File: config.mk
export PLATFORM = sky130hd
export DESIGN_NAME = char_lcd_nibble_writer_with_cursor
export DESIGN_NICKNAME = d
export VERILOG_FILES = /design/src/sv/lcdw_pkg.sv /design/src/sv/lcdw_front.sv /design/src/sv/lcdw_queue.sv /design/src/sv/lcdw_back.sv /design/src/sv/char_lcd_nibble_writer_with_cursor.sv
export SDC_FILE = /design/constraint.sdc
export NUM_CORES = 1
export LEC_CHECK = 0
export BUFFER_PORTS_ARGS = -buffer_cell sky130_fd_sc_hd__buf_4
export CORE_MARGIN = 1
export CORE_UTILIZATION = 50
export DETAILED_ROUTE_END_ITERATION = 12
export GPL_TIMING_DRIVEN = 0
export PLACE_DENSITY = 0.66
export SLEW_MARGIN = 15
export SYNTH_ARGS = -nofsm -noshare
export SYNTH_HDL_FRONTEND = slang
export SYNTH_SLANG_ARGS = --single-unit
File: constraint.sdc
create_clock -name clk -period 7.94 [get_ports clk]
set_clock_uncertainty 0.2 [all_clocks]
set_input_delay 1.985 -clock clk [delete_from_list [all_inputs] [get_ports clk]]
set_output_delay 1.985 -clock clk [all_outputs]
set_load 0.1 [all_outputs]
File: src/sv/lcdw_pkg.sv
`timescale 1ns / 1ps

package lcdw_pkg;

    // Input item kinds
    localparam logic [1:0] KIND_CHAR    = 2'd0;
    localparam logic [1:0] KIND_SET_POS = 2'd1;
    localparam logic [1:0] KIND_RAW_CMD = 2'd2;
    localparam logic [1:0] KIND_HOME    = 2'd3;

    // Configuration register indexes
    localparam logic [1:0] CFG_BACKLIGHT = 2'd0;
    localparam logic [1:0] CFG_COLUMNS   = 2'd1;
    localparam logic [1:0] CFG_LINES     = 2'd2;

    localparam int          MAX_COLUMNS_DEF  = 40;
    localparam logic [5:0]  COLUMNS_RST      = 6'd16;
    localparam logic [2:0]  LINES_RST        = 3'd2;
    localparam logic [7:0]  CMD_SET_ADDR     = 8'h80;

    // Expander byte bit positions
    localparam int BIT_RS = 0;
    localparam int BIT_RW = 1;
    localparam int BIT_EN = 2;
    localparam int BIT_BL = 3;

    // LCD request queue
    localparam int QUEUE_DEPTH = 4;
    localparam int QPTR_W      = $clog2(QUEUE_DEPTH);
    localparam int QCNT_W      = $clog2(QUEUE_DEPTH + 1);

    typedef struct packed {
        logic [1:0] kind;
        logic [7:0] data_byte;
        logic [5:0] target_column;
        logic [1:0] target_line;
    } in_item_t;

    typedef struct packed {
        logic [7:0] expander_byte;
        logic       last_byte;
    } out_item_t;

    // One byte bound for the LCD
    typedef struct packed {
        logic [7:0] lcd_byte;
        logic       rs;
        logic       last;
    } lcd_req_t;

    // Zero, one or two requests produced by one item
    typedef struct packed {
        logic [1:0] cnt;
        lcd_req_t   req0;
        lcd_req_t   req1;
    } lcd_push_t;

    function automatic logic [6:0] line_base(input logic [1:0] line);
        logic [6:0] base;
        case (line)
            2'd0:    base = 7'h00;
            2'd1:    base = 7'h40;
            2'd2:    base = 7'h14;
            2'd3:    base = 7'h54;
            default: base = 7'h00;
        endcase
        return base;
    endfunction

    function automatic logic [7:0] set_addr_cmd(input logic [1:0] line, input logic [5:0] col);
        logic [6:0] addr;
        addr = line_base(line) + {1'b0, col};
        return CMD_SET_ADDR | {1'b0, addr};
    endfunction

endpackage

File: src/sv/lcdw_front.sv
`timescale 1ns / 1ps

module lcdw_front
    import lcdw_pkg::*;
#(
    parameter int MAX_COLUMNS = MAX_COLUMNS_DEF
)(
    input  logic       clk,
    input  logic       rst_n,
    input  logic       accept,
    input  in_item_t   item,
    input  logic [5:0] num_columns,
    input  logic [2:0] num_lines,
    output lcd_push_t  push
);

    logic [5:0] col_reg, col_next;
    logic [1:0] line_reg, line_next;
    logic [5:0] eff_cols;
    logic [6:0] col_inc;
    logic [2:0] line_inc;
    logic [1:0] line_wrap;

    assign eff_cols = (num_columns > 6'(MAX_COLUMNS)) ? 6'(MAX_COLUMNS) : num_columns;
    assign col_inc  = {1'b0, col_reg} + 7'd1;
    assign line_inc = {1'b0, line_reg} + 3'd1;
    assign line_wrap = (line_inc >= num_lines || line_inc > 3'd3) ? 2'd0 : line_inc[1:0];

    always_comb
    begin
        col_next  = col_reg;
        line_next = line_reg;
        push      = '0;
        case (item.kind)
            KIND_CHAR:
            begin
                push.req0.lcd_byte = item.data_byte;
                push.req0.rs       = 1'b1;
                if (col_inc >= {1'b0, eff_cols})
                begin
                    // wrap to the next line and, unless the width is zero, re-address the display
                    col_next  = 6'd0;
                    line_next = line_wrap;
                    if (eff_cols != 6'd0)
                    begin
                        push.cnt           = 2'd2;
                        push.req1.lcd_byte = set_addr_cmd(line_wrap, 6'd0);
                        push.req1.last     = 1'b1;
                    end
                    else
                    begin
                        push.cnt       = 2'd1;
                        push.req0.last = 1'b1;
                    end
                end
                else
                begin
                    col_next       = col_inc[5:0];
                    push.cnt       = 2'd1;
                    push.req0.last = 1'b1;
                end
            end
            KIND_SET_POS:
            begin
                // drop the request when the column is off screen
                if (item.target_column < eff_cols)
                begin
                    col_next           = item.target_column;
                    line_next          = item.target_line;
                    push.cnt           = 2'd1;
                    push.req0.lcd_byte = set_addr_cmd(item.target_line, item.target_column);
                    push.req0.last     = 1'b1;
                end
            end
            KIND_RAW_CMD:
            begin
                push.cnt           = 2'd1;
                push.req0.lcd_byte = item.data_byte;
                push.req0.last     = 1'b1;
            end
            KIND_HOME:
            begin
                col_next           = 6'd0;
                line_next          = 2'd0;
                push.cnt           = 2'd1;
                push.req0.lcd_byte = item.data_byte;
                push.req0.last     = 1'b1;
            end
            default:
            begin
                push = '0;
            end
        endcase
        if (!accept)
        begin
            push.cnt  = 2'd0;
            col_next  = col_reg;
            line_next = line_reg;
        end
    end

    always_ff @(posedge clk or negedge rst_n)
    begin
        if (!rst_n)
        begin
            col_reg  <= 6'd0;
            line_reg <= 2'd0;
        end
        else
        begin
            col_reg  <= col_next;
            line_reg <= line_next;
        end
    end

endmodule

File: src/sv/lcdw_queue.sv
`timescale 1ns / 1ps

module lcdw_queue
    import lcdw_pkg::*;
(
    input  logic      clk,
    input  logic      rst_n,
    input  lcd_push_t push,
    input  logic      pop,
    output logic      room,
    output logic      head_valid,
    output lcd_req_t  head
);

    lcd_req_t           entries_reg [QUEUE_DEPTH];
    logic [QPTR_W-1:0]  wr_ptr_reg, wr_ptr_next;
    logic [QPTR_W-1:0]  rd_ptr_reg, rd_ptr_next;
    logic [QCNT_W-1:0]  count_reg, count_next;
    logic [QPTR_W-1:0]  wr_ptr_p1;

    assign wr_ptr_p1   = wr_ptr_reg + QPTR_W'(1);
    // room for the two requests an item may produce
    assign room        = count_reg <= QCNT_W'(QUEUE_DEPTH - 2);
    assign head_valid  = count_reg != '0;
    assign head        = entries_reg[rd_ptr_reg];
    assign wr_ptr_next = wr_ptr_reg + QPTR_W'(push.cnt);
    assign rd_ptr_next = rd_ptr_reg + QPTR_W'(pop);
    assign count_next  = count_reg + QCNT_W'(push.cnt) - QCNT_W'(pop);

    always_ff @(posedge clk)
    begin
        if (push.cnt != 2'd0)
        begin
            entries_reg[wr_ptr_reg] <= push.req0;
        end
        if (push.cnt == 2'd2)
        begin
            entries_reg[wr_ptr_p1] <= push.req1;
        end
    end

    always_ff @(posedge clk or negedge rst_n)
    begin
        if (!rst_n)
        begin
            wr_ptr_reg <= '0;
            rd_ptr_reg <= '0;
            count_reg  <= '0;
        end
        else
        begin
            wr_ptr_reg <= wr_ptr_next;
            rd_ptr_reg <= rd_ptr_next;
            count_reg  <= count_next;
        end
    end

endmodule

File: src/sv/lcdw_back.sv
`timescale 1ns / 1ps

module lcdw_back
    import lcdw_pkg::*;
(
    input  logic      clk,
    input  logic      rst_n,
    input  logic      backlight_on,
    input  logic      head_valid,
    input  lcd_req_t  head,
    output logic      pop,
    output logic      out_valid,
    input  logic      out_stall,
    output out_item_t out_data
);

    logic [1:0] phase_reg, phase_next;
    logic       valid_reg, valid_next;
    out_item_t  data_reg, data_next;
    logic       advance;
    logic [3:0] nibble;

    assign advance = !valid_reg || !out_stall;
    assign pop     = advance && head_valid && (phase_reg == 2'd3);
    // phases: high nibble EN up, EN down, then low nibble the same way
    assign nibble  = phase_reg[1] ? head.lcd_byte[3:0] : head.lcd_byte[7:4];

    always_comb
    begin
        phase_next = phase_reg;
        valid_next = valid_reg;
        data_next  = data_reg;
        if (advance)
        begin
            valid_next = head_valid;
            if (head_valid)
            begin
                phase_next                      = phase_reg + 2'd1;
                data_next.expander_byte         = {nibble, 4'd0};
                data_next.expander_byte[BIT_BL] = backlight_on;
                data_next.expander_byte[BIT_EN] = !phase_reg[0];
                data_next.expander_byte[BIT_RW] = 1'b0;
                data_next.expander_byte[BIT_RS] = head.rs;
                data_next.last_byte             = head.last && (phase_reg == 2'd3);
            end
        end
    end

    always_ff @(posedge clk)
    begin
        data_reg <= data_next;
    end

    always_ff @(posedge clk or negedge rst_n)
    begin
        if (!rst_n)
        begin
            phase_reg <= 2'd0;
            valid_reg <= 1'b0;
        end
        else
        begin
            phase_reg <= phase_next;
            valid_reg <= valid_next;
        end
    end

    assign out_valid = valid_reg;
    assign out_data  = data_reg;

endmodule

File: src/sv/char_lcd_nibble_writer_with_cursor.sv
`timescale 1ns / 1ps
// Character LCD writer for a 4-bit display behind an I2C port expander.
// Input channel (in_valid/in_stall/in_data): one request per item: write a
// character, set the cursor, send a raw command, or send a homing command.
// Output channel (out_valid/out_stall/out_data): expander bytes, four per
// LCD byte (high nibble EN up, EN down, low nibble EN up, EN down);
// last_byte marks the final byte of an item.
// Config channel (cfg_valid/cfg_ready/cfg_index/cfg_data): backlight,
// column count and line count; always ready, write only while idle.
// Throughput: one expander byte per cycle while the queue holds a byte
// and out_stall is low, four bytes per item, eight when a character
// wraps the line and a set-address command follows; a set position off
// screen produces nothing. A four-entry LCD byte queue sits between the
// item decoder and the nibble sequencer; in_stall rises when fewer than
// two entries are free.
// Reset: cursor to line 0, column 0, backlight on, 16 columns, 2 lines,
// queue and output empty. A stalled output holds its byte and the
// sequencer waits; the queue then fills and stalls the input.
module char_lcd_nibble_writer_with_cursor
    import lcdw_pkg::*;
#(
    parameter int MAX_COLUMNS = MAX_COLUMNS_DEF
)(
    input  logic       clk,
    input  logic       rst_n,
    input  logic       in_valid,
    output logic       in_stall,
    input  in_item_t   in_data,
    output logic       out_valid,
    input  logic       out_stall,
    output out_item_t  out_data,
    input  logic       cfg_valid,
    output logic       cfg_ready,
    input  logic [1:0] cfg_index,
    input  logic [5:0] cfg_data
);

    logic       backlight_reg;
    logic [5:0] columns_reg;
    logic [2:0] lines_reg;
    logic       room;
    logic       accept;
    lcd_push_t  push;
    logic       pop;
    logic       head_valid;
    lcd_req_t   head;

    assign cfg_ready = 1'b1;
    assign in_stall  = !room;
    assign accept    = in_valid && room;

    always_ff @(posedge clk or negedge rst_n)
    begin
        if (!rst_n)
        begin
            backlight_reg <= 1'b1;
            columns_reg   <= COLUMNS_RST;
            lines_reg     <= LINES_RST;
        end
        else if (cfg_valid && cfg_ready)
        begin
            case (cfg_index)
                CFG_BACKLIGHT: backlight_reg <= cfg_data[0];
                CFG_COLUMNS:   columns_reg   <= cfg_data;
                CFG_LINES:     lines_reg     <= cfg_data[2:0];
                default:       ;
            endcase
        end
    end

    lcdw_front #(
        .MAX_COLUMNS(MAX_COLUMNS)
    ) u_front (
        .clk         (clk),
        .rst_n       (rst_n),
        .accept      (accept),
        .item        (in_data),
        .num_columns (columns_reg),
        .num_lines   (lines_reg),
        .push        (push)
    );

    lcdw_queue u_queue (
        .clk        (clk),
        .rst_n      (rst_n),
        .push       (push),
        .pop        (pop),
        .room       (room),
        .head_valid (head_valid),
        .head       (head)
    );

    lcdw_back u_back (
        .clk          (clk),
        .rst_n        (rst_n),
        .backlight_on (backlight_reg),
        .head_valid   (head_valid),
        .head         (head),
        .pop          (pop),
        .out_valid    (out_valid),
        .out_stall    (out_stall),
        .out_data     (out_data)
    );

    // an item's bytes come out without gaps once the first one is taken
    a_no_gap: assert property (@(posedge clk) disable iff (!rst_n)
        out_valid && !out_stall && !out_data.last_byte |=> out_valid)
        else $error("gap inside an item's byte sequence");

    // every EN-high byte is followed by its EN-low strobe
    a_en_pair: assert property (@(posedge clk) disable iff (!rst_n)
        out_valid && !out_stall && out_data.expander_byte[BIT_EN]
        |=> out_valid && !out_data.expander_byte[BIT_EN])
        else $error("EN strobe not followed by its falling byte");

    // the final byte of an item always has EN and RW low
    a_last_en_low: assert property (@(posedge clk) disable iff (!rst_n)
        out_valid && out_data.last_byte |-> !out_data.expander_byte[BIT_EN]
        && !out_data.expander_byte[BIT_RW])
        else $error("last byte of an item with EN or RW set");

endmodule

Word-level counts from Yosys, hierarchy flattened
Memories as Yosys holds them, arrays and structs flattened.
Cells that the tools add are included.
Storage, ports and cells
  flip-flop bits (word level): 36
  memory bits (writable): 40
  output and inout bits: 12
  word-level logic and storage cells: 101
  memories kept: 1
Memory list
  u_queue.entries_reg: depth 4, bits a word 10, rd ports 1, clocked after Yosys merged registers in 0, wr ports 2, RTL line lcdw_queue.sv:15  | lcd_req_t entries_reg [QUEUE_DEPTH];
Cells by class
  add/subtract/negate cells: 9
  $lt $le $gt $ge: 6
  equality and inequality tests: 15
  mux-type cells: 33
  reductions and logical operators: 25
Operator list (count)
  $pmux 7 s4: 2
  $pmux 10 s3: 1
  $mux 8: 3
  $eq 2x2->1 const B: 9
  $mux 6: 3
  $pmux 6 s3: 1
  $mux 7: 2
  $mux 2: 6
  $mux 1: 11
  $mux 9: 1
  $eq 2x1->1 const B: 4
  $logic_not 2->1: 4
  $reduce_and 2->1: 4
  $add 6x1->7 const B: 1
  $add 7x6->7: 1
  $ge 7x6->1: 1
  $gt 6x6->1 const B: 1
  $lt 6x6->1: 1
  $pmux 2 s3: 1
  $reduce_bool 3->1: 2
  $reduce_bool 6->1: 1
  $add 2x1->2 const B: 2
  $logic_and 1x1->1: 4
  $logic_not 1->1: 4
  other kinds (16): 18

Logic depth before layout (Yosys ltp)
Gate-level depths: netlist (run 1).
  depth after elaboration: 12
  depth in mapped cells: 14

Cells and area by module
From an unflattened synthesis (run 1), not the netlist that was laid out.
Second synthesis, totals
  cells, all modules: 350
  area total of the unflattened synthesis: 4594.4 um2
By module, submodules not included
  lcdw_queue: instances 1, cells an instance 135, area each 2497.4 um2, sequential area each 1376.3 um2
  lcdw_front: instances 1, cells an instance 163, area each 1221.2 um2, sequential area each 200.2 um2
  lcdw_back: instances 1, cells an instance 25, area each 452.9 um2, sequential area each 315.3 um2
  char_lcd_nibble_writer_with_cursor: instances 1, cells an instance 27, area each 422.9 um2, sequential area each 254.0 um2

Least setup slack after synthesis (run 1)
OpenSTA, ideal clock, no wires.
  kind: input-to-reg
  start: input port in_data[5] (netlist bit)
  end: register u_queue.count_reg[1]
  library setup time: 0.135 ns
  arrival time: 3.755 ns
  required time: 7.605 ns
  setup slack: 3.849 ns
  stages: 8
  cell sequence: ha_1 a211oi_1 nor2_1 nor3_2 nor2_1 nor3_1 ha_1 fa_1
On the way
  word-level cells in the longest chain between the ends: 6
RTL lines
  start, declared: RTL line char_lcd_nibble_writer_with_cursor.sv:28  | input in_item_t in_data,
  $lt 6x6->1: RTL line lcdw_front.sv:66  | if (item.target_column < eff_cols)
  $mux 9: RTL line lcdw_front.sv:66
  $pmux 10 s3: RTL line lcdw_front.sv:34  | case (item.kind)
  $mux 2: RTL line lcdw_front.sv:94  | if (!accept)
  $add 3x2->3: RTL line lcdw_queue.sv:28  | assign count_next = count_reg + QCNT_W'(push.cnt) - QCNT_W'(pop);
  $sub 3x1->3: RTL line lcdw_queue.sv:28
  net u_queue.count_next[1]: RTL line lcdw_queue.sv:18  | logic [QCNT_W-1:0] count_reg, count_next;
  end signal, assigned: RTL line lcdw_queue.sv:54  | count_reg <= count_next;
  end, declared: RTL line lcdw_queue.sv:18
The timed path passes the listed nets, and every way through them passes these cells.
A chain may end at the register's enable or synchronous reset.

Worst setup path after layout (run 1)
Ends and elaborated chain as after synthesis.

==> impl_metrics.py, run 1 <==
metrics = {
    "routing": {
        "drt-met1-wl_mm": 3.949,
        "wire_per_inst_um": 17.45,
        "dr_wl_met3_um": 428,
        "drt_first_pass_iters": 4,
        "top_layer": "met4",
        "avgViaCountPerCell": 5.900,
        "vias": 3121,
        "drtIter0Drc": 197,
        "wl_mm": 9.229,
        "drc": 0,
        "ant_nets": 0,
        "wl_met2_mm": 4.597,
    },
    "yosys": {
        "yosys_most_used_dff": "edfxtp_1",
        "synth-seq-cells": 76,
        "syn_nets": 427,
        "synth_compound_area_frac": 0.1654,
        "yosys.area_share.adder": 0.07812,
        "yosys_warnings": 0,
        "postSynthCellCount": 371,
        "muxShareOfSynthArea": 0.09612,
        "synth_enable_flop_cells": 28,
        "yosys.area_share.simple": 0.1208,
        "netlist.area_leader.share": 0.2051,
        "synth_top_area_cell": "edfxtp_1",
        "synth_area_um2": 4100,
        "synth_xor_area_frac": 0.02777,
        "synthArstFlopShare": 0.3684,
        "synth_top_family_by_area": "compound AO/OA/AOI/OAI gates",
        "yosysSeqAreaShare": 0.4745,
        "yosys-top-cells-area": "edfxtp_1 (21%), dfrtp_1 (15%), dfxtp_1 (9.8%)",
        "avgSynthCellArea_um2": 11.05,
        "yosysUniqueCellTypes": 59,
    },
    "global_route": {
        "grt_max_degree": 29,
        "grt_overflow": 0,
        "grt_pass1_wl_mm": 15.09,
        "first_global_vias": 3148,
        "antenna_found_initial": 0,
        "grt.total_usage": 0.2328,
    },
    "floorplan": {
        "die_y_um": 92.56,
        "pin_count": 43,
        "initial_core_util": 0.5225,
        "dieArea_um2": 8566,
        "core_area_um2": 7848,
        "die_x_um": 92.56,
        "num_rows": 32,
    },
    "timing": {
        "fin_ws_ns": 3.768,
        "slew_headroom": 0.5235,
        "setup_viol": 0,
        "fin_crit_ns": 4.172,
        "rsz0062_at_grt": "false",
        "hold_ws_ns": 0.2701,
        "slew_viol_final": 0,
        "hold_viol": 0,
        "tightest_slew_ns": 0.7148,
        "finalSetupTns_ns": 0,
        "fmax_ghz": 0.2397,
        "period_share": 0.5255,
    },
    "setup_path": {
        "r2r_slack_ns": 4.27,
        "cp.arrival_ns": 4.20,
        "max_stage_delay_ns": 0.41,
        "critPathCaptureType": "flip-flop",
        "worstReg2RegEnd": "u_queue.count_reg[2]",
        "crit_slowest_cell": "fa_1",
        "crit_chain": "buf_4, ha_1, a211oi_1, nor2_1, nor3_2, nor2_1, nor3_1, ha_1, fa_1",
        "crit_path_start_kind": "input port",
        "worstPathMaxFanout": 6,
        "crit_type": "input port to flip-flop",
        "ff2ff_path_depth": 14,
        "critPathRequiredTime_ns": 7.97,
        "r2r_start": "u_front.col_reg[0]",
    },
    "placed_design": {
        "numPlacedInstances": 513,
        "dpl_worst_slack_ns": 3.384,
        "hpwl_mm": 7.198,
        "place.gp.congestion": 0.8585,
        "io_buffers": 40,
        "placed_area_um2": 4528,
    },
    "clock_network": {
        "clock_path_buffers": 2,
        "ctsRootBufferMaster": "clkbuf_8",
        "ctsHoldBuffers": 0,
        "cts_tree": "done",
        "cts-resized-gates": 0,
        "clk-insertion-delay-late_ns": 0.35,
        "cts_htree_levels": 3,
        "clkTransAtPathRegs_ns": 0.08,
        "cts_sinks": 76,
        "cts_inserted_buffers": 9,
        "cts_setup_buffers": 0,
    },
    "worst_hold_path": {
        "hold_depth": 2,
        "min_path_type": "flip-flop to flip-flop",
        "hp-start": "u_queue.entries_reg[2][3]",
        "holdPathEnd": "u_queue.entries_reg[2][3]",
    },
    "layout": {
        "postLayoutCoreUtil": 0.6017,
        "stdcell_count": 529,
        "diodes": 0,
        "final_layout_size_suffix_gt1_frac": 0.2482,
        "fillers": 691,
        "fin_nets": 478,
        "postLayoutCellArea_um2": 4722,
        "syn_to_final_growth_pct": 15.17,
        "largest_reg_flops": 40,
    },
    "run_status": {
        "outcome": "completed",
    },
    "power_and_ir_drop": {
        "leakagePower_nw": 1.945,
        "p_total_mw": 1.790,
        "ir_drop_mv": 0.1337,
        "powerDensity_nw_per_um2": 379.1,
    },
    "job": {
        "drv_cap": 0,
    },
}
## layer usage
| metal | global-route usage | vias up |
|---|---|---|
| met3 | 0.04516 | 18 |
| li1 | - | 1498 |
| met2 | 0.3907 | 103 |
| met5 | 0 | - |
| met1 | 0.2895 | 1502 |
| met4 | 0.1068 | 0 |
## cells by family after synthesis
group,count (synthesis)
XOR/XNOR,13
adder cells (fa/ha/maj),25
AND/OR/NAND/NOR,101
AO/OA/AOI/OAI,99
other,2
multiplexers,25
flip-flops,76
buffers and inverters,30
## power by group
| group | switching, mW | internal [mW] | total [mW] |
|---|---|---|---|
| Sequential | 0.0909 | 0.565 | 0.656 |
| Combinational | 0.509 | 0.338 | 0.847 |
| Clock | 0.144 | 0.144 | 0.287 |
| Total | 0.743 | 1.05 | 1.79 |
## final cells by class
| type | instances | area, um^2 | area share |
|---|---|---|---|
| multi-input combinational | 265 | 2013 | 0.4263 |
| sequential | 76 | 1946 | 0.4120 |
| timing repair buffer | 40 | 300.3 | 0.06359 |
| tap | 102 | 127.6 | 0.02703 |
| clock buffer | 9 | 123.9 | 0.02623 |
| buffer | 16 | 92.59 | 0.01961 |
| clock inverter | 7 | 66.31 | 0.01404 |
| inverter | 14 | 52.55 | 0.01113 |
## synth_stat cells, types with 7 or more instances
master and n:
mux4_2 10, edfxtp_1 28, nand2_1 44, inv_1 14, dfrtp_1 25, a21oi_1 14
xnor2_1 8, mux2_2 15, dfxtp_1 20, o21ai_0 15, a31oi_1 7, o22ai_1 20
ha_1 24, nor2_1 16
## worst max-delay path: cells and delay by family
family          cells  cell delay (ns)
simple gates        4             0.92
buf+inv             1             0.13
fa+ha+maj           3             0.92
compound gates      1             0.23
## cells in the final DEF (no fill, tap or decap), types with 3 or more instances in the layout
cell	instances
a211oi_1	3
buf_4	43
a21oi_1	13
buf_2	5
xor2_1	5
dfxtp_1	20
o21ai_1	4
clkbuf_1	6
o21ai_0	15
nor2_1	16
nand3b_1	3
dfstp_2	3
inv_1	14
nand2_1	44
nor3_1	5
clkbuf_8	9
nor3b_1	4
edfxtp_1	28
o22ai_1	20
a21o_1	3
mux2_2	15
o21a_1	5
dfrtp_1	25
a32o_1	3
ha_1	24
nand3_1	6
o221a_1	5
mux4_2	10
xnor2_1	8
o221a_2	3
and2_1	5
a21oi_2	3
a31oi_1	7
and3_1	4
## how the worst max path moves through the flow
stage,startpoint,endpoint,slack [ns]
after floorplan,in_data[5],u_queue.count_reg[1],3.85
after global placement,in_data[5],u_queue.count_reg[1],3.40
after detailed placement,in_data[5],u_queue.count_reg[1],3.38
after CTS,in_data[5],u_queue.count_reg[1],3.76
after global routing,in_data[5],u_queue.count_reg[1],3.62
final,in_data[5],u_queue.count_reg[1],3.77
(Power assumes the default switching activity.)
==> inputs of run 2 (changes only) <==
PLACE_DENSITY = 0.69   (was 0.66)
clock period = 3.75 ns   (was 7.94 ns; I/O delays follow)
==> impl_metrics.py, run 2 (same netlist as run 1, synthesis figures left out) <==
metrics = {
    "setup_path": {
        "crit_type": "flip-flop to flip-flop",
        "worst-path-buf-inv": 2,
        "critPathCaptureType": "flip-flop",
        "cpMostUsedCell": "ha_1",
        "max_stage_delay_ns": 0.44,
        "path_depth": 14,
        "path_delay_family": "adder cells",
        "crit_path_start_kind": "flip-flop",
        "startpoint": "u_front.col_reg[0]",
        "worstPathMaxFanout": 10,
        "critPathRequiredTime_ns": 3.79,
        "ff2ff_path_depth": 14,
        "cp.arrival_ns": 3.68,
        "crit_slowest_cell": "dfrtp_1",
        "r2r_start": "u_front.col_reg[0]",
        "crit_chain": "ha_1, and3_1, xnor2_1, ha_1, and4_1, o21a_1, a2bb2oi_2, a21oi_2, buf_6, nand2_1, ha_1, inv_1, fa_1, xnor2_1",
    },
    "layout": {
        "layout_commonest_cell": "nand2_1",
        "postLayoutCoreUtil": 0.6040,
        "fin_nets": 478,
        "diodes": 0,
        "final_layout_size_suffix_gt1_frac": 0.2482,
        "final_cell_mix": "nand2_1 (44), buf_4 (43), edfxtp_1 (28)",
        "largest_reg_flops": 40,
        "syn_to_final_growth_pct": 15.59,
        "stdcell_count": 529,
        "postLayoutCellArea_um2": 4740,
    },
    "worst_hold_path": {
        "hp-start": "u_queue.entries_reg[1][2]",
        "hold_depth": 2,
        "min_path_type": "flip-flop to flip-flop",
    },
    "timing": {
        "hold_viol": 0,
        "slew_viol_final": 0,
        "slew_headroom": 0.2722,
        "fin_crit_ns": 3.638,
        "period_share": 0.9700,
        "finalSetupTns_ns": 0,
        "fmax_ghz": 0.2749,
        "setup_viol": 0,
        "tightest_slew_ns": 1.092,
        "rsz0062_at_grt": "true",
        "hold_ws_ns": 0.2708,
    },
    "global_route": {
        "first_global_vias": 3029,
        "grt_pass1_wl_mm": 15.12,
        "grt_overflow": 0,
        "grt.total_usage": 0.2326,
        "grt_max_degree": 29,
        "antenna_found_initial": 0,
    },
    "placed_design": {
        "placed_area_um2": 4528,
        "io_buffers": 40,
        "hpwl_mm": 7.123,
        "numPlacedInstances": 513,
        "place.gp.congestion": 0.9009,
    },
    "job": {
        "drv_cap": 0,
    },
    "clock_network": {
        "cts_tree": "done",
        "clkTransAtPathRegs_ns": 0.08,
        "cts_sinks": 76,
        "ctsRootBufferMaster": "clkbuf_8",
        "cts_htree_levels": 3,
        "cts-resized-gates": 0,
        "clock_path_buffers": 2,
        "cts_setup_buffers": 0,
        "ctsHoldBuffers": 0,
        "cts_inserted_buffers": 9,
        "clk-insertion-delay-late_ns": 0.35,
    },
    "routing": {
        "drc": 0,
        "ant_nets": 0,
        "wl_mm": 9.190,
        "wire_per_inst_um": 17.37,
        "avgViaCountPerCell": 5.802,
        "vias": 3069,
        "drtIter0Drc": 176,
        "drt_first_pass_iters": 4,
    },
    "power_and_ir_drop": {
        "power.share.switching": 0.4130,
        "p_comb_frac": 0.472,
        "seqPwrFrac": 0.363,
        "p_switching_mw": 1.577,
        "clkPwrFrac": 0.165,
        "intPower_mw": 2.241,
        "leakagePower_nw": 1.951,
        "ir_drop_mv": 0.3006,
        "powerDensity_nw_per_um2": 805.5,
    },
    "floorplan": {
        "initial_core_util": 0.5225,
        "core_area_um2": 7848,
        "num_rows": 32,
        "pin_count": 43,
        "dieArea_um2": 8566,
        "die_x_um": 92.56,
        "die_y_um": 92.56,
    },
    "run_status": {
        "outcome": "completed",
    },
}
-- run 2: worst register-to-register path, cell delays in order (launching register included) --
cell and delay, ns:
dfrtp_1 0.44, ha_1 0.27, and3_1 0.24, xnor2_1 0.15
ha_1 0.31, and4_1 0.20, o21a_1 0.15, a2bb2oi_2 0.09
a21oi_2 0.28, buf_6 0.20, nand2_1 0.10, ha_1 0.29
inv_1 0.05, fa_1 0.42, xnor2_1 0.14
-- run 2: area by class of cell --
type                       instances  area, um^2
clock buffer                      12       177.7
timing repair buffer              40       300.3
tap                              102       127.6
sequential                        76        1946
clock inverter                     4       27.53
inverter                          14       52.55
fill                             684        3108
multi-input combinational        265        2016
buffer                            16       92.59
-- run 2: final timing paths --
check	end	slack [ns]
max	u_queue.count_reg[2]	0.11
min	u_queue.entries_reg[1][2]	0.27
max reg2reg	u_queue.count_reg[2]	0.11
min reg2reg	u_queue.entries_reg[1][2]	0.27
max in group asynchronous	lines_reg[1]	2.74
min in group asynchronous	columns_reg[0]	0.30
-- run 2: through the flow --
stage / setup slack (ns) / power, mW
floorplan: 0.4345 / 2.779
global placement: 0.1875 / 3.131
detailed placement: 0.1322 / 3.192
CTS: 0.1217 / 3.823
global route: -0.07588 / 4.057
finish: 0.1123 / 3.818
-- run 2: power groups by stage --
| stage | sequential [mW] | clock (mW) | combinational, mW |
|---|---|---|---|
| floorplan | 1.66 | 0 | 1.12 |
| finish | 1.39 | 0.630 | 1.80 |
| detailed placement | 1.40 | 0 | 1.79 |
| global placement | 1.39 | 0 | 1.74 |
| CTS | 1.39 | 0.639 | 1.80 |
| global route | 1.42 | 0.675 | 1.96 |
-- run 2: routing by layer --
metal,track usage,routed length (um),up-vias
met4,0.07943,159,0
met5,0,0,-
met2,0.3988,4733,62
li1,-,-,1494
met1,0.2866,3992,1498
met3,0.05583,304,15
